### src/sv/mos_pkg.sv
// ----------------------------------------------------------------------------
// mos_pkg
// Shared constants and types for the median-of-set block.
// ----------------------------------------------------------------------------
package mos_pkg;

  localparam int MAX_ELEMENTS = 512;
  localparam int VALUE_W      = 32;
  localparam int CNT_W        = $clog2(MAX_ELEMENTS + 1);
  localparam int ADDR_W       = (MAX_ELEMENTS > 1) ? $clog2(MAX_ELEMENTS) : 1;

  // flipping the sign bit maps signed order onto unsigned order
  localparam logic [VALUE_W-1:0] SIGN_BIT = {1'b1, {(VALUE_W-1){1'b0}}};

  typedef struct packed {
    logic               en;
    logic [ADDR_W-1:0]  addr;
    logic [VALUE_W-1:0] data;
  } mem_wr_t;

  typedef struct packed {
    logic              en;
    logic [ADDR_W-1:0] addr;
  } mem_rd_t;

  typedef struct packed {
    logic             start;
    logic [CNT_W-1:0] n;
    logic             ack;
  } sel_ctrl_t;

  typedef struct packed {
    logic               idle;
    logic               done;
    logic [VALUE_W-1:0] median;
  } sel_stat_t;

endpackage

### src/sv/mos_select.sv
// ----------------------------------------------------------------------------
// mos_select
// Bit-serial radix selection: one result bit per pass over the store, MSB
// first, counting the candidates whose current bit is zero.
// ----------------------------------------------------------------------------
module mos_select (
  input  logic                          clk,
  input  logic                          rst,
  input  mos_pkg::sel_ctrl_t            ctrl,
  output mos_pkg::sel_stat_t            stat,
  output mos_pkg::mem_rd_t              rd,
  input  logic [mos_pkg::VALUE_W-1:0]   rdata
);

  typedef enum logic [3:0] {
    S_IDLE   = 4'b0001,
    S_PASS   = 4'b0010,
    S_DECIDE = 4'b0100,
    S_DONE   = 4'b1000
  } state_t;

  state_t                      state;
  logic [mos_pkg::CNT_W-1:0]   n;
  logic [mos_pkg::CNT_W-1:0]   addr;
  logic [mos_pkg::CNT_W-1:0]   rank;
  logic [mos_pkg::CNT_W-1:0]   cnt0;
  logic                        rd_vld;
  logic [mos_pkg::VALUE_W-1:0] cur;     // one-hot bit under decision, shifts right
  logic [mos_pkg::VALUE_W-1:0] mask;    // bits already decided
  logic [mos_pkg::VALUE_W-1:0] prefix;  // decided bits of the key

  logic                        issue;
  logic [mos_pkg::VALUE_W-1:0] key;
  logic                        match;
  logic                        bit_one;

  assign issue   = (state == S_PASS) && (addr != n);
  assign key     = rdata ^ mos_pkg::SIGN_BIT;
  assign match   = ((key & mask) == prefix);
  assign bit_one = (rank >= cnt0);

  assign rd.en   = issue;
  assign rd.addr = addr[mos_pkg::ADDR_W-1:0];

  assign stat.idle   = (state == S_IDLE);
  assign stat.done   = (state == S_DONE);
  assign stat.median = prefix ^ mos_pkg::SIGN_BIT;

  always_ff @(posedge clk) begin
    if (rst) begin
      state  <= S_IDLE;
      rd_vld <= 1'b0;
    end else begin
      rd_vld <= issue;
      case (state)
        S_IDLE: begin
          if (ctrl.start) begin
            state  <= S_PASS;
            n      <= ctrl.n;
            rank   <= ctrl.n >> 1;
            addr   <= '0;
            cnt0   <= '0;
            cur    <= mos_pkg::SIGN_BIT;
            mask   <= '0;
            prefix <= '0;
          end
        end
        S_PASS: begin
          if (issue) begin
            addr <= addr + 1'b1;
          end
          if (rd_vld && match && ((key & cur) == '0)) begin
            cnt0 <= cnt0 + 1'b1;
          end
          if (!issue && !rd_vld) begin
            state <= S_DECIDE;
          end
        end
        S_DECIDE: begin
          mask <= mask | cur;
          if (bit_one) begin
            prefix <= prefix | cur;
            rank   <= rank - cnt0;
          end
          cnt0 <= '0;
          addr <= '0;
          cur  <= cur >> 1;
          if (cur[0]) begin
            state <= S_DONE;
          end else begin
            state <= S_PASS;
          end
        end
        S_DONE: begin
          if (ctrl.ack) begin
            state <= S_IDLE;
          end
        end
        default: begin
          state <= S_IDLE;
        end
      endcase
    end
  end

endmodule

### config.mk
export PLATFORM = sky130hd
export DESIGN_NAME = mos_select
export DESIGN_NICKNAME = d
export VERILOG_FILES = /design/src/sv/mos_pkg.sv /design/src/sv/mos_select.sv
export SDC_FILE = /design/constraint.sdc
export NUM_CORES = 1
export LEC_CHECK = 0
export BUFFER_PORTS_ARGS = -buffer_cell sky130_fd_sc_hd__buf_4
export CELL_PAD_IN_SITES_DETAIL_PLACEMENT = 0
export CELL_PAD_IN_SITES_GLOBAL_PLACEMENT = 1
export CORE_MARGIN = 8
export CORE_UTILIZATION = 46
export DETAILED_ROUTE_END_ITERATION = 8
export GPL_TIMING_DRIVEN = 0
export PLACE_DENSITY = 0.81
export SLEW_MARGIN = 20
export SYNTH_ARGS = -nofsm -noshare
export SYNTH_HDL_FRONTEND = slang
export SYNTH_SLANG_ARGS = --single-unit
### constraint.sdc
create_clock -name clk -period 7.95 [get_ports clk]
set_input_delay 0 -clock clk [delete_from_list [all_inputs] [get_ports clk]]
set_output_delay 0 -clock clk [all_outputs]
set_load 0.05 [all_outputs]
# ---- Word-level counts from Yosys, hierarchy flattened
# Cells that the tools add are included.
dict set report totals {
  n_memories 0
  latchBits 0
  in_bits 46
  elab_cells 66
  ff_bits 141
  mem_bits_rw 0
  out_inout_bits 44
  rom_bits 0
}
dict set report op_classes {
  shifts 0
  n_addsub 3
  multipliers 0
  n_reduce_logical 15
  eq_ne 12
  n_mux 19
  div_mod_pow 0
  magnitude_cmp 1
  bitwise 7
}
# op count
set ops {}
lappend ops {{32-bit case mux with 2 select lines} 3}
lappend ops {{32-bit 2-to-1 mux} 3}
lappend ops {{32-bit AND} 2}
lappend ops {{32-bit bitwise OR} 2}
lappend ops {{10-bit case mux with 3 select lines} 2}
lappend ops {{10-bit 2-to-1 mux} 5}
lappend ops {{32-bit equality test} 1}
lappend ops {{32-bit logical NOT} 1}
lappend ops {{10-bit by 1-bit adder with 10-bit output, second input constant} 2}
lappend ops {{10-bit case mux with 2 select lines} 1}
lappend ops {{4-bit 2-to-1 mux} 4}
lappend ops {{4-bit case mux with 4 select lines} 1}
lappend ops {{4-bit AND reduction} 3}
lappend ops {{10-bit >= comparator} 1}
lappend ops {{10-bit != test} 1}
lappend ops {{10-bit subtractor} 1}
lappend ops {{3-bit AND reduction} 3}
lappend ops {{2-bit != test, second input constant} 4}
lappend ops {{4-bit by 1-bit equality test with 1-bit output, second input constant} 1}
lappend ops {{4-bit by 2-bit equality test with 1-bit output, second input constant} 1}
lappend ops {{4-bit by 3-bit equality test with 1-bit output, second input constant} 1}
lappend ops {{4-bit equality test, second input constant} 1}
lappend ops {{1-bit logical AND} 4}
lappend ops {{2-bit by 1-bit != test with 1-bit output, second input constant} 2}
lappend ops {{4 further kinds} 7}

# ---- Logic depth before layout (Yosys ltp)
# Gate-level depths: netlist (run 1).
dict set report depth {
  ltp_word 7
  mapped_depth 9
  mapped_depth_nobuf 9
}

# ---- Worst setup path before layout (run 1)
# No wires, ideal clock.
dict set report synth_path {
  path_type {register to register}
  startpoint {register state[2]}
  endpoint {register prefix[0] (netlist name), enable pin}
  path_buffers 0
  path_slack_ns 1.577
  arrival_ns 5.906
  path_stages_with_launch 7
  setup_ns 0.467
  cell_sequence {dfxtp_1 -> and2b_4 -> a211o_1 -> nand3_1 -> nor2_1 -> inv_1 -> a31oi_1}
}
dict set report synth_between {
  elab_chain_len 3
  elab_cells_between_ends 6
  cone_classes {eq/ne (4); reduce/logical (2)}
}
# element line_no
set synth_rtl {}
lappend synth_rtl {{start, declared} mos_select.sv:22} ;# state_t state;
lappend synth_rtl {{start signal, assigned} mos_select.sv:51} ;# state <= S_IDLE;
lappend synth_rtl {{start signal, assigned} mos_select.sv:58} ;# state <= S_PASS;
lappend synth_rtl {{start signal, assigned} mos_select.sv:76} ;# state <= S_DECIDE;
lappend synth_rtl {{4-bit by 3-bit equality test with 1-bit output or 4-bit by 1-bit equality test with 1-bit output (tied branches)} mos_select.sv:55} ;# case (state)
lappend synth_rtl {{2-bit != test (no source line) or 2-bit nonzero test (tied branches)} --}
lappend synth_rtl {{4-bit AND reduction (no source line) *} --}
lappend synth_rtl {{end signal, assigned} mos_select.sv:82} ;# prefix <= prefix | cur;
lappend synth_rtl {{end, declared} mos_select.sv:30} ;# logic [mos_pkg::VALUE_W-1:0] prefix;
# Mark *: on every way between the ends. The rest lies on a longest branch, timed or not.
# A chain may end at the register's enable or synchronous reset.

# ---- Worst setup path in the final report (run 1)
dict set report layout_path {
  startpoint {register cur[23] (netlist name)}
  endpoint {register cnt0[5] (netlist name), enable pin}
}
dict set report layout_between {
  elab_chain_len 5
}
# element line_no
set layout_rtl {}
lappend layout_rtl {{start, declared} mos_select.sv:28} ;# logic [mos_pkg::VALUE_W-1:0] cur;
lappend layout_rtl {{start signal, assigned} mos_select.sv:63} ;# cur <= mos_pkg::SIGN_BIT;
lappend layout_rtl {{start signal, assigned} mos_select.sv:87} ;# cur <= cur >> 1;
lappend layout_rtl {{32-bit AND} mos_select.sv:72} ;# if (rd_vld && match && ((key & cur) == '0)) begin
lappend layout_rtl {{32-bit logical NOT} mos_select.sv:72}
lappend layout_rtl {{1-bit logical AND} mos_select.sv:72}
lappend layout_rtl {{2-bit by 1-bit != test with 1-bit output (no source line)} --}
lappend layout_rtl {{4-bit AND reduction (no source line)} --}
lappend layout_rtl {{end signal, assigned} mos_select.sv:73} ;# cnt0 <= cnt0 + 1'b1;
lappend layout_rtl {{end, declared} mos_select.sv:26} ;# logic [mos_pkg::CNT_W-1:0] cnt0;
# No other way between the ends.

==> results_dict.tcl, run 1 <==
set metrics [dict create \
    commonest_non_fill_non_tap_cell_in_the_layout "nor2_1" \
    slew-limit-headroom_pct 31.52 \
    globalRouteMet3Util_pct 4.760 \
    synth_area_leader_cell "edfxtp_1" \
    reg2reg_start "cur[23]" \
    postSynthCellCount 648 \
    synth_async_sr_flop_share_pct 0 \
    synth.top_cell.area_share_pct 57.00 \
    io_buffers 89 \
    post-route-period-util_pct 37.05 \
    timing.hold.worst.start "ctrl[0]" \
    cts_setup_buffers 0 \
    fin_skew_ns 0.006329 \
    fin_nets 832 \
    use_met1_pct 24.93 \
    p_sw_share_pct 34.12 \
    worst_setup_hold_path_clk_slew_ns 0.05 \
    synthesis.nets 707 \
    timing.critical_path.arrival_ns 2.98 \
    wire_length_of_the_first_global_routing_pass_um 29170 \
    number_of_fill_cells 1268 \
    start_kind "flop" \
    drtPass1Iterations 8 \
    grt_overflow_total 0 \
    dp_worst_setup_slack_ns 5.012 \
    core_mm2 0.01520 \
    combPwrFrac_pct 30.2 \
    timing.fmax_mhz 339.5 \
    ys_warn_count 0 \
    clockBufferDepth 2 \
    cts_root_buffer "clkbuf_16" \
    path_cells "a22o_1, a221oi_1, nand3_1, nor4_1, nand4_1, a21oi_1" \
    crit_path_max_incr_delay_ns 0.84 \
    place.gp.congestion 0.7976 \
    synth_area_per_inst_um2 11.06 \
    totalNegativeSetupSlack_ns 0 \
    grt_util_met2_pct 29.84 \
    worst_hold_slack_ns 0.1185 \
    timing.critical_path.required_ns 7.99 \
    power_leakage_nw 3.547 \
    layout.cells.most_common_list "nor2_1 (153), edfxtp_1 (136), buf_4 (131)" \
    grt_busiest_layer "met2" \
    ys_top_cells_by_area "edfxtp_1 (57%), nor2_1 (8.1%), xor2_1 (4.5%), buf_4 (4.4%), and3_1 (2.7%)" \
    wl_per_cell_um 18.68 \
    h-tree-depth 4 \
    critical_path.slowest_cell "a21oi_1" \
    final.min_clock_period_ns 2.945 \
    floorplan.initialDensity_pct 47.13 \
    synth-main-ff-cell "edfxtp_1" \
    final_hold_viol_count 0 \
    net-switching-power_mw 0.8909 \
    worst_skew_pair.late_latency_ns 0.42 \
    crit_path_end_kind "flop" \
    route.final.wire_length_um 18200 \
    number_of_global_route_vias_before_repair 5336 \
    reg_area_mm2 0.004184 \
    drv_cap 0 \
    netlist_area_mm2 0.007164 \
    syn2layout_area_growth_pct 23.89 \
    worst_ir_drop_vdd_v 0.0001503 \
    dieArea_mm2 0.01982 \
    post_route_cells_drive_above_1_share_pct 23.41 \
    multiInputGateArea_mm2 0.002521 \
    critical_path_class "reg2reg" \
    track_usage_pct 18.97 \
    die-width_um 140.8 \
    grt_antenna_before_repair 0 \
    post-dp-hpwl_um 13300 \
    detailroute.via_count 5260 \
    die_height_um 140.8 \
    finalSetupViolations 0 \
    rows 45 \
    clkSinkCount 141 \
    outcome "finished clean" \
    cp-startpoint "cur[23]" \
    cp_num_buf_inv 0 \
    insertedDiodeCount 0 \
    drv_slew 0 \
    post_route_utilization_pct 58.39 \
    seq_power_share_pct 42.3 \
    drc_violation_total_after_the_first_tritonroute_iteration 426 \
    worst_path_dominant_cell_family "compound AO/OA/AOI/OAI gates" \
    power.density_mw_per_mm2 294.2 \
    detail_route.vias_per_cell 5.400 \
    grt_start_max_net_pins 21 \
    ioPinCount 90 \
    instances_no_fill 974 \
    worst-slew-pin-transition_ns 1.027 \
    cts_made_buffers 17 \
    crit_fanout 10 \
    antenna_left 0 \
    count_of_placed_standard_cells_including_taps 930 \
    tritoncts "yes" \
    final_setup_slack_of_the_worst_path_ns 5.005 \
    netlist-cell-type-count 52 \
    power.share.clock_pct 27.5 \
    cell_internal_pwr_mw 1.720 \
    ys_seq_elements 141 \
    drc 0 \
    grt_setup_unrepaired "false" \
    synth.yosys.seq_area_share_pct 58.40 \
    synth_edf_count 136 \
    hp-class "in2reg" \
]
logic make-up (layout without fill, tap and decap cells):
group                    Yosys count  after routing  synth area share (%)
flip-flops                       141            141                 58.40
AND/OR/NAND/NOR                  294            294                 19.04
AO/OA/AOI/OAI                     61             61                 6.026
buffers and inverters             79            217                 6.794
XOR/XNOR                          59             59                 7.213
adder cells (fa/ha/maj)           13             13                 2.375
multiplexers                       1              1                0.1572
routing by layer:
metal  wire length (um)  vias to the layer above
met5                  0                        -
met4                340                        0
met3               1184                       25
met2               8613                      180
met1               8060                     2567
li1                   -                     2488
area by class of cell:
type	count	area share (%)
inverter	20	0.8740
timing repair buffer	106	10.43
clock inverter	1	0.05639
clock buffer	31	5.836
buffer	59	4.610
tap	188	2.650
multi-input combinational	428	28.40
sequential	141	47.14
state kept, by name (all words and copies together), names as in the netlist:
register,cells
addr,10
cnt0,10
cur,32
mask,32
n,10
prefix,32
rank,10
rd_vld,1
state,4
synth_stat cells (all sizes together), types with 2 or more instances:
cell type,n
and2,4
nand2,50
clkbuf,8
dfxtp,5
edfxtp,136
nand2b,2
a211o,2
o21ai,19
ha,12
nor2,154
a221oi,6
a21oi,15
xor2,37
and3,31
nand3,8
nor4b,2
a22o,5
nor3,5
nand4,18
nor2b,4
nor4,3
buf,51
xnor2,22
a22oi,4
or3,8
nor3b,2
inv,20
timing repair:
action / in CTS / in global routing
endpoints found under the setup margin: 0 / 0
hold buffers: 12 / 0
hold endpoints to repair: 24 / 0
gates resized for setup: 0 / 0
stage by stage:
stage,power (mW),cell area (um2)
after floorplan,1.615,7164
after global placement,1.847,8068
after detailed placement,1.897,8233
after CTS,2.626,8876
after global routing,2.730,8876
final,2.611,8876
worst min-delay path, cell delays in order:
cell      delay [ns]
buf_4           0.08
nor2_1          0.03
a21oi_1         0.14
or3_4           0.17
a221oi_2        0.07
worst paths after layout:
kind,depth (start not counted),end,slack (ns)
worst max-delay path,6,cnt0[5],5.00
worst min-delay path,5,state[2],0.12
worst max register to register,6,cnt0[5],5.00
worst min register to register,2,mask[6],0.57
power groups by stage:
stage          combinational, mW  sequential, mW  clock [mW]
3_5_place_dp               0.780            1.12           0
3_3_place_gp               0.711            1.14           0
4_1_cts                    0.792            1.10       0.730
2_1_floorplan              0.522            1.09           0
5_1_grt                    0.849            1.13       0.755
6_report                   0.788            1.11       0.718
No activity file was read; power rests on OpenSTA's default activity.
==> inputs of run 2 (changes only) <==
- CORE_UTILIZATION: 46 -> 42
- PLACE_DENSITY: 0.81 -> 0.78
- clock period: 7.95 -> 2.5 ns (I/O delays scaled with it)
==> run 2 against run 1 <==
  * The flow now finishes with violations (negative setup slack)
  * Clock skew up 0.0082 ns
  * Setup slack got worse by 5.0 ns
  * Core utilization down 3.5 points
  * Power rose to 3.3 times the previous value
  * Wire length grew 2.4%
  * Combinational power grew to 3.4 times the previous value
  * Sequential power rose to 3.2 times the previous value
  * Clock power grew to 3.4 times the previous value
  * Non-clock buffer count increased by 11
  * Critical path type unchanged
  * Largest power group unchanged
==> results_dict.tcl, run 2 (synthesized netlist as in run 1, its figures left out) <==
set metrics [dict create \
    outcome "finished with violations" \
    failed_checks "negative setup slack" \
    h-tree-depth 4 \
    drtPass1Iterations 7 \
    layout.cells.most_common_list "nor2_1 (153), buf_4 (139), edfxtp_1 (136)" \
    die-width_um 146.6 \
    grt_start_max_net_pins 26 \
    worst_setup_hold_path_clk_slew_ns 0.06 \
    dp_worst_setup_slack_ns -0.5179 \
    rows 47 \
    worst_hold_slack_ns 0.07584 \
    routed-wl-met3_um 1077 \
    timing.fmax_mhz 397.3 \
    biggest_registers_after_layout "cur (32), mask (32), prefix (32)" \
    critical_path_class "reg2reg" \
    place.gp.congestion 0.8072 \
    post_route_cells_drive_above_1_share_pct 26.94 \
    tritoncts "yes" \
    io_buffers 89 \
    post-dp-hpwl_um 13350 \
    fin_nets 844 \
    core_mm2 0.01664 \
    cts_root_buffer "clkbuf_16" \
    met1_length_um 8690 \
    power.density_mw_per_mm2 946.8 \
    die_height_um 146.6 \
    finalSetupViolations 28 \
    totalNegativeSetupSlack_ns -0.2361 \
    ioPinCount 90 \
    crit_path_end_kind "flop" \
    reg_area_mm2 0.004187 \
    met2WireLength_um 8647 \
    timing.critical_path.required_ns 2.63 \
    drc_violation_total_after_the_first_tritonroute_iteration 502 \
    number_of_fill_cells 1424 \
    commonest_non_fill_non_tap_cell_in_the_layout "nor2_1" \
    detail_route.vias_per_cell 5.165 \
    cts_made_buffers 17 \
    syn2layout_area_growth_pct 27.38 \
    final.min_clock_period_ns 2.517 \
    detailroute.via_count 5258 \
    power_leakage_nw 3.647 \
    wl_per_cell_um 18.30 \
    post_route_utilization_pct 54.84 \
    drv_slew 0 \
    dieArea_mm2 0.02149 \
    post-route-period-util_pct 100.7 \
    clockBufferDepth 2 \
    multiInputGateArea_mm2 0.002570 \
    worst_skew_pair.late_latency_ns 0.43 \
    antenna_left 0 \
    clkSinkCount 141 \
    hp-class "in2reg" \
    grt_overflow_total 0 \
    insertedDiodeCount 0 \
    start_kind "flop" \
    drv_cap 0 \
    track_usage_pct 17.52 \
    final_hold_viol_count 0 \
    route.final.wire_length_um 18630 \
    grt_antenna_before_repair 0 \
    totalPowerFinal_mw 8.641 \
    timing.critical_path.arrival_ns 2.64 \
    worst_ir_drop_vdd_v 0.0005423 \
    crit_fanout 12 \
    slew-limit-headroom_pct 34.22 \
    worst-slew-pin-transition_ns 0.9868 \
    drc 0 \
    number_of_global_route_vias_before_repair 5242 \
    floorplan.initialDensity_pct 43.05 \
    fin_skew_ns 0.01454 \
    final_setup_slack_of_the_worst_path_ns -0.01671 \
    topRoutingLayerUsed "met4" \
    grt_setup_unrepaired "true" \
    wire_length_of_the_first_global_routing_pass_um 29180 \
]
==> run 2: final timing paths <==
kind / endpoint / cells past startpoint / start / slack, ns
worst max-delay path: prefix[17] / 10 / cnt0[0] / -0.02
worst min-delay path: state[2] / 5 / ctrl[0] / 0.08
worst max register to register: prefix[17] / 10 / cnt0[0] / -0.02
worst min register to register: state[2] / 2 / state[2] / 0.54
==> run 2: final cells by class <==
class,count,area share (%)
sequential,141,45.87
multi-input combinational,429,28.16
timing repair buffer,117,11.32
clock buffer,17,4.661
buffer,59,4.483
tap,220,3.016
clock inverter,15,1.631
inverter,20,0.8500
==> run 2: worst max-delay path: stages, from the launching register on <==
cell	delay [ns]
edfxtp_1	0.40
ha_2	0.21
fa_2	0.35
nor2b_2	0.13
o21a_1	0.15
o21ai_2	0.08
a21oi_2	0.16
o211ai_1	0.16
a31oi_4	0.24
clkbuf_16	0.19
buf_12	0.15
==> run 2: report_power, final <==
part           total, mW  internal [mW]  leakage, nW  switching [mW]
Combinational       2.64           1.05         2.03            1.59
Sequential          3.53           3.14         1.33           0.382
Clock               2.47           1.46        0.284            1.01
==> run 2: timing repair <==
action,in CTS,in global routing
gates resized for setup,7,3
buffers inserted,5,5
setup endpoints to repair,52,52
hold buffers,12,0
pin swaps,5,4
hold endpoints to repair,24,0
cloned,1,1
==> run 2: routing by layer <==
metal	vias to the layer above	global-route usage, %
li1	2522	-
met1	2554	24.02
met2	169	27.12
met3	13	3.956
met4	0	5.100
met5	-	0
==> run 2: per-stage QoR <==
stage	cells	area (um2)
finish	1018	9126
global route	1018	9126
CTS	1012	9057
detailed placement	962	8260
global placement	957	8138
floorplan	648	7194
